## src/design/vsht_ram.sv

```systemverilog
// generic single-port ram with registered read
module vsht_ram #(
  parameter int Width = 32,
  parameter int Depth = 24
) (
  input  logic                     clk_i,
  input  logic                     we_i,
  input  logic [$clog2(Depth)-1:0] addr_i,
  input  logic [Width-1:0]         wdata_i,
  output logic [Width-1:0]         rdata_o
);
  logic [Width-1:0] mem [Depth];

  always_ff @(posedge clk_i) begin
    if (we_i) mem[addr_i] <= wdata_i;
    rdata_o <= mem[addr_i];
  end
endmodule

```

## config.mk

```make
export PLATFORM = sky130hd
export DESIGN_NAME = vsht_ram
export DESIGN_NICKNAME = d
export VERILOG_FILES = /design/src/design/vsht_ram.sv
export SDC_FILE = /design/constraint.sdc
export NUM_CORES = 1
export LEC_CHECK = 0
export BUFFER_PORTS_ARGS = -buffer_cell sky130_fd_sc_hd__buf_2
export CORE_ASPECT_RATIO = 0.9
export CORE_MARGIN = 8
export CORE_UTILIZATION = 30
export CTS_CLUSTER_SIZE = 12
export DETAILED_ROUTE_END_ITERATION = 10
export GPL_TIMING_DRIVEN = 1
export PLACE_DENSITY = 0.44
export SYNTH_ARGS = -nofsm -noshare
export SYNTH_HDL_FRONTEND = slang
export SYNTH_SLANG_ARGS = --single-unit
```

## constraint.sdc

```tcl
create_clock -name clk_i -period 3.05 [get_ports clk_i]
set_input_delay 0.305 -clock clk_i [delete_from_list [all_inputs] [get_ports clk_i]]
set_output_delay 0.305 -clock clk_i [all_outputs]
set_load 0.1 [all_outputs]
```

==> reports/results.tsv, run 1 <==
metric	value	unit
Post-route DRC	0	
clock tree buffer depth	3	
vias per inst	4.75	
Syn Inst Count	1477	
die width	349	um
cell taking the most area after synthesis	edfxtp_1	
routability cong.	0.730	
synthesized-area fraction occupied by xor and xnor cells	0	%
# rows	110	
footprint of the multi-input gates	6050	sq um
period utilization	67.6	%
outcome	completed	
Die Area	110000	sq um
largest net degree at the start of global routing	106	
layout filler cell count	9170	
ANT nets after route	0	
Setup Skew	0.0162	ns
Reg clk slew, reported paths	0.05	ns
Synth Area in Adders	0	%
GRT Total Usage	13.8	%
largest family of logic cells by synthesized area	multiplexers	
clk sinks	800	
Num CTS Buffers	88	
most frequent cells in the layout	edfxtp_1, mux2i_1, o22ai_1	
Worst Setup End Kind	flip-flop	
wire length per cell	25.2	um
Starting Density	30.1	%
io pins	71	
crit-path max FO	32	
Final Max Tran Viols	0	
simple-gate share of the synthesized area	1.94	%
#FFs+latches synth	800	
Via Count	14500	
Worst slew margin	38.1	%
minimum clock period	2.06	ns
Sequential Area	23700	sq um
share of layout cells above drive strength 1	23.5	%
measured slew at the worst slew-check pin	0.929	ns
mean area per synthesized cell	20.3	sq um
GRT overflow	0	
HPWL after detailed placement	43400	um
setup ws final	0.990	ns
Yosys cell types	27	
setup TNS	0	ns
largest vdd supply drop	0.423	mV
Area Growth Syn to Fin	18.0	%
DRT Wirelength	76900	um
synth warn	0	
clock root buffer	clkbuf_16	
vias in the first global route	15000	
Seq/Total Area, Yosys	79.1	%
final net count	1667	
commonest non-fill, non-tap cell in the layout	edfxtp_1	
mux cell area share after synthesis	13.4	%
I/O Buffers	70	
hold_ws	0.0992	ns
setup bufs post-CTS	0	
First-pass DRT Iterations	5	
cts repair resizes	0	
RSZ-0062 raised after global routing	no	
Final setup viols	0	
H-tree depth	3	
crit path DAT	2.51	ns
Mapped Area	30000	sq um
core footprint	99500	sq um
DRT iter0 DRCs	1155	
HP Class	input pin to flip-flop	
clock latency on the worst-skew pair	0.64	ns
CP required	3.50	ns
Final Hold Vio Count	0	
Area contributors post-synth	edfxtp_1, mux2i_1, mux4_2, dfxtp_1, o22ai_1	
top-area cell type share of the netlist area	76.9	%
PD cells	673	nW/um^2
Pleak	11.8	nW
CTS tree	yes	
first-pass GRT wire length	110000	um
Tot Pwr	23.8	mW
syn_nets	1516	
chip height	316	um
initial antenna violation count	1	
# hold bufs at CTS	0	
Compound-Gate Fraction of Synth Area	4.10	%
pre-CTS WS	0.425	ns
CP startpoint kind	input pin	
Max-Cap Viols	0	
FMAX	0.485	GHz
crit path kind	input pin to flip-flop	
-- through the flow --
step                utilization (%)  std cells  instance area (sq um)
floorplan                         -       1477                  30000
global placement               32.8       2882                  32600
detailed placement             32.8       2882                  32600
CTS                            35.5       3048                  35400
global route                   35.5       3048                  35400
finish                         35.5       3049                  35400
-- power by group --
part | switching [mW] | internal, mW | leakage [nW]
Sequential | 0.0507 | 12.2 | 7.19
Clock | 4.25 | 5.85 | 1.35
Combinational | 1.06 | 0.380 | 3.24
Total | 5.36 | 18.5 | 11.8
-- synthesized netlist by cell type --
master,instances
edfxtp_1,768
mux2i_1,256
o22ai_1,98
mux4_2,64
buf_2,49
nand2_1,34
a22oi_1,32
dfxtp_1,32
nor4_1,32
o22ai_2,30
nor2_1,26
clkbuf_1,23
buf_6,7
buf_4,6
nand3b_1,4
nand4bb_1,3
or3b_2,2
or4b_1,2
and2_1,1
buf_1,1
clkbuf_2,1
nand3_1,1
nand4b_1,1
nor2b_1,1
or3_1,1
or4_1,1
or4b_4,1
-- cells by family after synthesis --
group | count (synthesis)
flip-flops | 800
multiplexers | 320
AO/OA/AOI/OAI | 160
AND/OR/NAND/NOR | 110
buffers and inverters | 87
-- critical path, cell delays in order --
cell,delay (ns)
buf_2,0.31
or4b_4,0.76
o22ai_2,0.11
nor4_1,0.78
nand2_1,0.21
-- layout make-up --
class / instances / area share, %
Sequential cell: 800 / 67.0
Multi-Input combinational cell: 590 / 17.1
Clock buffer: 135 / 7.18
Tap cell: 1344 / 4.75
Timing Repair Buffer: 148 / 3.29
Clock inverter: 31 / 0.637
Antenna cell: 1 / 0.00707
-- state kept, by name, summed over array words and instances (netlist names) --
signal,count
rdata_o,32
mem,768
-- worst paths after layout --
path	endpoint	slack, ns	depth (start not counted)	start
min reg2reg	rdata_o[22]$_DFF_P_	0.65	4	mem[1][22]$_DFFE_PP_
max	rdata_o[27]$_DFF_P_	0.99	5	addr_i[2]
min	mem[16][18]$_DFFE_PP_	0.1	1	wdata_i[18]
max reg2reg	rdata_o[27]$_DFF_P_	1.21	4	mem[3][27]$_DFFE_PP_
-- routing by layer --
metal | vias up | track usage, % | wire, um
met2 | 300 | 21.6 | 35200
met3 | 103 | 3.02 | 4080
met5 | - | 0 | 0
met4 | 0 | 2.87 | 1390
li1 | 6412 | - | -
met1 | 7663 | 19.8 | 36300
Power figures use the tool's default switching activity.
==> inputs of run 2 (changes only) <==
- clock period: 3.05 -> 1.7 ns (I/O delays scaled with it)
==> run 2 against run 1 <==
Register-to-register slack worse by 1.0 ns. Worst hold slack worse by 0.065 ns. Largest cell class unchanged. Die area unchanged.
==> reports/results.tsv, run 2 (synthesis results as in run 1) <==
metric	value	unit
outcome	completed	
minimum clock period	1.64	ns
crit-path leading delay family	buffers and inverters	
wire length per cell	25.1	um
GRT overflow	0	
Final Max Tran Viols	0	
HP Class	input pin to flip-flop	
crit path DAT	1.47	ns
Net Sw Frac	22.7	%
initial antenna violation count	5	
most frequent cells in the layout	edfxtp_1, mux2i_1, buf_4	
vias in the first global route	16000	
Num CTS Buffers	85	
Final setup viols	0	
final core utilization	37.5	%
core footprint	99500	sq um
die width	349	um
FMAX	0.609	GHz
Reg clk slew, reported paths	0.06	ns
Final Hold Vio Count	0	
First-pass DRT Iterations	5	
placed insts	3013	
Worst Setup End Kind	primary output	
share of layout cells above drive strength 1	28.0	%
largest vdd supply drop	0.744	mV
H-tree depth	3	
ANT nets after route	0	
CP startpoint kind	flip-flop	
Setup Skew	0.0210	ns
Max-Cap Viols	0	
Layout Cells excl Fill	3204	
max reg flops	768	
Reg with most FFs	mem	
CP peak stage delay	0.45	ns
largest registers	mem (768), rdata_o (32)	
I/O Buffers	70	
crit path kind	flip-flop to primary output	
layout filler cell count	9107	
Tot Pwr	42.5	mW
final net count	1825	
first-pass GRT wire length	116000	um
routability cong.	0.734	
Pleak	12.7	nW
CTS tree	yes	
clock latency on the worst-skew pair	0.65	ns
RSZ-0062 raised after global routing	no	
commonest non-fill, non-tap cell in the layout	edfxtp_1	
chip height	316	um
Post-route DRC	0	
period utilization	96.6	%
clk sinks	800	
buffers and inverters on the worst path	1	
worst-path cell chain	buf_2	
vias per inst	4.70	
Area Growth Syn to Fin	24.4	%
CP required	1.53	ns
Reg power frac	51.8	%
clock root buffer	clkbuf_16	
DRT iter0 DRCs	1108	
measured slew at the worst slew-check pin	0.635	ns
Gate power share	7.0	%
internal power	32.9	mW
Psw	9.65	mW
Starting Density	30.1	%
HPWL after detailed placement	49600	um
Die Area	110000	sq um
Worst slew margin	57.3	%
largest net degree at the start of global routing	39	
GRT Total Usage	14.5	%
# rows	110	
Slowest cell on crit path	buf_2	
io pins	71	
PD cells	1140	nW/um^2
Via Count	15100	
DRT Wirelength	80500	um
crit-path max FO	1	
Clk network pwr share	41.2	%
clock tree buffer depth	3	
-- run 2: worst paths after layout --
kind | from | end | slack, ns | cells past startpoint
worst min-delay path | wdata_i[0] | mem[5][0]$_DFFE_PP_ | 0.03 | 1
worst max-delay path | rdata_o[24]$_DFF_P_ | rdata_o[24] | 0.06 | 1
worst min register to register | mem[11][21]$_DFFE_PP_ | rdata_o[21]$_DFF_P_ | 0.64 | 4
worst max register to register | mem[3][12]$_DFFE_PP_ | rdata_o[12]$_DFF_P_ | 0.18 | 4
-- run 2: power groups by stage --
stage	clock (mW)	combinational [mW]	sequential, mW
finish	17.5	2.97	22.0
CTS	18.0	3.03	22.1
floorplan	0	1.00	23.1
global placement	0	2.94	22.5
global route	18.7	3.15	22.1
detailed placement	0	2.96	22.5
-- run 2: metal layers --
metal	global-route usage [%]	vias up	wire [um]
met1	20.6	7962	38100
met2	23.3	280	37600
met5	0	-	9
met4	3.33	2	1480
li1	-	6724	-
met3	2.54	105	3380
-- run 2: final cells by class --
cell class / count / area [sq um] / area share (%)
Sequential cell: 800 / 23700 / 63.5
Multi-Input combinational cell: 590 / 6040 / 16.2
Timing Repair Buffer: 309 / 3240 / 8.68
Clock buffer: 120 / 2310 / 6.19
Tap cell: 1344 / 1680 / 4.51
Clock inverter: 37 / 315 / 0.845
Antenna cell: 4 / 10.0 / 0.0268
-- run 2: repair_timing --
item                                    4_1_cts  5_1_grt
setup buffers                                 0        0
endpoints found under the setup margin        4        0
endpoints found under the hold margin       692        0
hold buffers                                 30        0
resized for setup                             5        0
-- run 2: through the flow --
| step | worst slack [ns] | instance area, sq um | setup TNS [ns] | hold WS [ns] |
|---|---|---|---|---|
| detailed placement | -0.329 | 34300 | -49.82 | 0.634 |
| global route | 0.00864 | 37300 | 0 | 0.0189 |
| floorplan | -0.368 | 30200 | -236.59 | 0.269 |
| global placement | -0.336 | 34300 | -50.47 | 0.622 |
| CTS | 0.00305 | 37300 | 0 | 0.00361 |
| finish | 0.0583 | 37300 | 0 | 0.0341 |
