==> src/design/vsht_pkg.sv <==
// shared types, constants and reset table for the vertex transform block
package vsht_pkg;

  localparam int VertexCount = 6;
  localparam int FracBits    = 16;
  localparam int TrigFrac    = 16;
  localparam int SlotW       = 3;
  localparam int AddrW       = $clog2(VertexCount * 4);
  localparam int StoreDepth  = VertexCount * 4;

  typedef enum logic [2:0] {
    CMD_LOAD    = 3'd0,
    CMD_MOVE_X  = 3'd1,
    CMD_MOVE_Z  = 3'd2,
    CMD_SCALE_Y = 3'd3,
    CMD_ROT_X   = 3'd4,
    CMD_MIRROR  = 3'd5,
    CMD_FLAT_Z  = 3'd6,
    CMD_PROJECT = 3'd7
  } cmd_e;

  localparam logic [1:0] RegFocal = 2'd0;
  localparam logic [1:0] RegCos   = 2'd1;
  localparam logic [1:0] RegSin   = 2'd2;

  typedef enum logic [3:0] {
    ST_IDLE, ST_INIT, ST_RD, ST_RDW, ST_CALC, ST_MUL2, ST_KDIV, ST_DIVX, ST_DIVY,
    ST_WR, ST_EMIT
  } state_e;

  // divider handshake between sequencer and divider
  typedef struct packed {
    logic start;
    logic busy;
    logic done;
  } div_ctl_t;

  function automatic logic signed [31:0] sat32(input logic signed [65:0] v);
    if (v > 66'sd2147483647) return 32'sh7fffffff;
    if (v < -66'sd2147483648) return 32'sh80000000;
    return v[31:0];
  endfunction

  // reset prism coordinate, component c of vertex i
  function automatic logic signed [31:0] prism_word(input int i, input int c);
    int t [6][3];
    t = '{'{150, 200, 360}, '{450, 200, 430}, '{200, 200, 70},
          '{210, 100, 320}, '{230, 100, 120}, '{330, 100, 350}};
    if (c == 3) return sat32(66'sd1 <<< FracBits);
    if (i >= 6) return '0;
    return sat32(66'(t[i][c]) <<< FracBits);
  endfunction

endpackage

==> src/design/vsht_div.sv <==
// radix-2 signed divider: sat32(a * 2^shift / b) truncating toward zero
module vsht_div import vsht_pkg::*; (
  input  logic               clk_i,
  input  logic               rst_ni,
  input  logic               start_i,
  input  logic               frac_i,
  input  logic signed [31:0] a_i,
  input  logic signed [31:0] b_i,
  output logic               busy_o,
  output logic               done_o,
  output logic signed [31:0] q_o
);
  localparam int NumW = 32 + FracBits;

  logic [NumW-1:0] num_q, num_d;
  logic [32:0]     rem_q, rem_d;
  logic [31:0]     den_q, den_d;
  logic [NumW-1:0] quo_q, quo_d;
  logic [6:0]      cnt_q, cnt_d;
  logic            neg_q, neg_d, busy_q, busy_d, done_q, done_d;
  logic [32:0]     trial;
  logic [NumW:0]   sq;
  logic [31:0]     ua, ub;
  logic signed [65:0] res;

  assign ua = a_i[31] ? 32'(-a_i) : 32'(a_i);
  assign ub = b_i[31] ? 32'(-b_i) : 32'(b_i);
  assign trial = {rem_q[31:0], num_q[NumW-1]} - {1'b0, den_q};

  always_comb begin
    num_d = num_q; rem_d = rem_q; den_d = den_q; quo_d = quo_q;
    cnt_d = cnt_q; neg_d = neg_q; busy_d = busy_q; done_d = 1'b0;
    if (start_i) begin
      num_d  = frac_i ? {ua, FracBits'(0)} : NumW'(ua);
      den_d  = ub; rem_d = '0; quo_d = '0;
      cnt_d  = 7'(NumW); neg_d = a_i[31] ^ b_i[31]; busy_d = 1'b1;
    end else if (busy_q) begin
      // one quotient bit a cycle
      if (!trial[32]) begin
        rem_d = trial; quo_d = {quo_q[NumW-2:0], 1'b1};
      end else begin
        rem_d = {rem_q[31:0], num_q[NumW-1]}; quo_d = {quo_q[NumW-2:0], 1'b0};
      end
      num_d = {num_q[NumW-2:0], 1'b0};
      cnt_d = cnt_q - 7'd1;
      if (cnt_q == 7'd1) begin
        busy_d = 1'b0; done_d = 1'b1;
      end
    end
  end

  assign sq  = neg_q ? -{1'b0, quo_q} : {1'b0, quo_q};
  assign res = 66'(signed'(sq));
  assign q_o = sat32(res);
  assign busy_o = busy_q;
  assign done_o = done_q;

  always_ff @(posedge clk_i or negedge rst_ni) begin
    if (!rst_ni) begin
      busy_q <= 1'b0; done_q <= 1'b0; cnt_q <= '0;
    end else begin
      busy_q <= busy_d; done_q <= done_d; cnt_q <= cnt_d;
    end
  end

  always_ff @(posedge clk_i) begin
    num_q <= num_d; rem_q <= rem_d; den_q <= den_d; quo_q <= quo_d; neg_q <= neg_d;
  end
endmodule

==> config.mk <==
export PLATFORM = sky130hd
export DESIGN_NAME = vsht_div
export DESIGN_NICKNAME = d
export VERILOG_FILES = /design/src/design/vsht_pkg.sv /design/src/design/vsht_div.sv
export SDC_FILE = /design/constraint.sdc
export NUM_CORES = 1
export LEC_CHECK = 0
export BUFFER_PORTS_ARGS = -buffer_cell sky130_fd_sc_hd__buf_2
export CORE_MARGIN = 8
export CORE_UTILIZATION = 55
export CTS_CLUSTER_SIZE = 40
export DETAILED_ROUTE_END_ITERATION = 12
export GPL_ROUTABILITY_DRIVEN = 1
export PLACE_DENSITY = 0.78
export REMOVE_ABC_BUFFERS = 1
export SETUP_SLACK_MARGIN = 0.1
export SLEW_MARGIN = 10
export SYNTH_ARGS = -nofsm -noshare
export SYNTH_HDL_FRONTEND = slang
export SYNTH_SLANG_ARGS = --single-unit
export TNS_END_PERCENT = 1
==> constraint.sdc <==
create_clock -name clk_i -period 10.1 [get_ports clk_i]
set_input_delay 2.02 -clock clk_i [delete_from_list [all_inputs] [get_ports clk_i]]
set_output_delay 2.02 -clock clk_i [all_outputs]
set_load 0.01 [all_outputs]
==> flow_summary.toml <==
[drt]
drc = 0
wl_met2_mm = 12.7
wl_met3_mm = 1.11
ant_nets = 0
vias = 9474
drt-wirelength-per-cell_um = 16.6
vias_per_cell = 5.95
dr.first_iter.drc_count = 721
drt-total-wl_mm = 26.4
top_layer = "met4"
met1_length_mm = 11.8
dr.pass1.iters = 5

[cts]
cts-root-buf = "clkbuf_16"
htree_levels = 4
tritoncts = "yes"
postCtsHoldBufs = 0
cts_resized = 0
cts_setup_buffers = 0
cts_max_path_buffers = 2
clk-insertion-delay-late_ns = 0.43
clock_sinks = 170
path_clk_slew_ns = 0.07
cts_buffers = 17

[synthesis]
ys_types = 71
synthCells = 1254
synth_area_leaders = "edfxtp_1, dfxtp_1, mux2i_1, xor2_1, xnor2_1"
syn-cell-area_sq_um = 11100
yosysSeqAreaShare_pct = 38.2
yosys.area.top_type = "edfxtp_1"
ys.warnings.count = 0
synth_top_area_share_pct = 21.8
avgSynthCellArea_sq_um = 8.89
ys_ff_latch = 170
async_flop_share_pct = 5.29
synth_flop_cell = "edfxtp_1"
synth_enable_flop_cells = 81

[timing]
fin_setup_tns_ns = 0
fmax_ghz = 0.142
hold_ws_ns = 0.494
finalHoldViolations = 0
post-route-min-period_ns = 7.04
timing.final.setup_violations = 0
finalCritPeriodShare_pct = 69.7
max-slew-margin-rel_pct = 15.6
clock_skew_ns = 0.0101
finalMaxSlewViolations = 0
rsz0062_at_grt = "no"
finalWorstSetupSlack_ns = 3.06
tightest_slew_ns = 1.23

[setup_path]
worstPathArrival_ns = 5.02
crit_fanout = 30
cp-start-kind = "flop"
reg2reg_setup_slack_ns = 6.09
reg2reg_to = "rem_q[31]$_SDFFE_PP0P_"
regToRegStartpoint = "den_q[3]$_DFFE_PP_"
critPathRequiredTime_ns = 8.08
critPathKind = "flop to output port"
rr_worst_depth = 12
cp-end-kind = "output port"

[worst_hold_path]
min_path_cells = 2
holdCritStartpoint = "rem_q[8]$_SDFFE_PP0P_"
worst_hold_path.endpoint = "rem_q[8]$_SDFFE_PP0P_"
hold_path_class = "flop to flop"

[placed_design]
dp.final_hpwl_mm = 18.1
dp_slack_ns = 3.62
portBuffers = 101
place.gp.congestion = 0.907

[global_routing]
grt_usage_pct = 21.4
grt_pass1_vias = 9118
grt_pass1_wl_mm = 43.9
antenna_found_initial = 1
gr-total-overflow = 0
grt_max_degree = 79

[final_layout]
synthToLayoutAreaGrowth_pct = 10.9
layout-drive-gt1-share_pct = 12.7
fin_nets = 1414
fin_util_pct = 61.7

[floorplanning]
coreArea_sq_um = 20000
rows = 52
start_util_pct = 55.6
die_x_um = 158
die_h_um = 158
die_area_sq_um = 25100
io_pins = 102

[power_and_ir_drop]
total_leakage_power_nw = 5.34
p_total_mw = 2.75
ir_drop_mv = 0.317
powerDensity_nw_per_um2 = 222

[job]
max_cap_viol_count = 0

[run_status]
status = "completed"
[through the flow]
step           std cells  cell area (sq um)
2_1_floorplan       1183              10900
3_3_place_gp        1559              11800
3_5_place_dp        1559              11800
4_1_cts             1591              12300
5_1_grt             1592              12400
6_report            1592              12400
[cells by family (layout without fill, tap and decap cells)]
| group | after synthesis | after routing | synth area share [%] |
|---|---|---|---|
| simple gates | 411 | 411 | 17.7 |
| other cells | 0 | 1 | 0 |
| xor+xnor | 129 | 129 | 10.1 |
| compound gates | 300 | 300 | 18.4 |
| mux | 73 | 73 | 6.69 |
| buf+inv | 133 | 200 | 4.57 |
| flops | 170 | 170 | 38.2 |
| fa+ha+maj | 38 | 38 | 4.33 |
[layout by cell type, fill, tap and decap left out, drive strengths merged, types with 18 or more instances in the layout]
cell and n:
xnor2 62, o31ai 30, nand2b 18, buf 106, dfxtp 80, inv 71
a21oi 43, or3 18, nor3 30, nand2 112, a311oi 21, o21ai 89
nor2 136, edfxtp 81, nand3 23, ha 37, o2bb2ai 28, mux2i 61
xor2 67
[synth_stat cells (12+ instances only)]
cell and n:
nor2_1 136, nand2_1 112, edfxtp_1 81, dfxtp_1 80, xor2_1 67, xnor2_1 62
inv_1 61, mux2i_1 61, o21ai_0 59, clkbuf_1 57, a21oi_1 43, ha_1 37
o21ai_1 30, nor3_1 29, o31ai_1 29, o2bb2ai_1 28, nand3_1 22, a311oi_1 21
nand2b_1 18, or3_1 18, or4_1 16, o41ai_1 14, mux2_2 12
[registers in the layout, indices dropped and copies added, names as in the netlist]
register  flops
done_o        1
num_q        48
busy_o        1
rem_q        32
quo_q        48
cnt_q         7
neg_q         1
den_q        32
[power breakdown]
group	leakage [nW]	internal [mW]	switching [mW]
logic	3.44	0.513	0.737
clock network	0.276	0.329	0.311
registers	1.62	0.806	0.0485
[how the worst max path moves through the flow]
stage / depth (start not counted) / end / slack (ns) / startpoint
5_1_grt: 10 / q_o[10] / 2.90 / quo_q[9]$_SDFFE_PP0P_
2_1_floorplan: 9 / q_o[0] / 4.08 / quo_q[9]$_SDFFE_PP0P_
3_3_place_gp: 10 / q_o[2] / 3.80 / quo_q[9]$_SDFFE_PP0P_
4_1_cts: 10 / q_o[10] / 3.15 / quo_q[9]$_SDFFE_PP0P_
3_5_place_dp: 10 / q_o[10] / 3.62 / quo_q[9]$_SDFFE_PP0P_
6_report: 10 / q_o[10] / 3.06 / quo_q[9]$_SDFFE_PP0P_
[routing by layer]
layer / global-route usage [%] / vias up
li1: - / 4663
met1: 27.0 / 4521
met2: 36.2 / 241
met3: 3.01 / 49
met4: 8.53 / 0
met5: 0 / -
[area by class of cell]
| cell class | instances | area, sq um |
|---|---|---|
| fillers | 1766 | 7680 |
| multi-input cells | 951 | 6410 |
| clock buffers | 17 | 425 |
| well taps | 270 | 338 |
| inverters | 62 | 233 |
| flip-flops and latches | 170 | 4260 |
| repair buffers | 106 | 546 |
| diodes | 1 | 2.50 |
| clock inverters | 15 | 146 |
[worst max-delay path, stage by stage, from the launching register on]
cell       delay [ns]
dfxtp_1          0.37
or4_1            0.60
or4_4            0.60
nor3_4           0.31
nand3b_1         0.17
xnor2_1          0.15
or4_1            0.47
a2111oi_0        1.04
a21oi_4          0.42
o21ai_1          0.28
buf_2            0.17
Power figures use the tool's default switching activity.
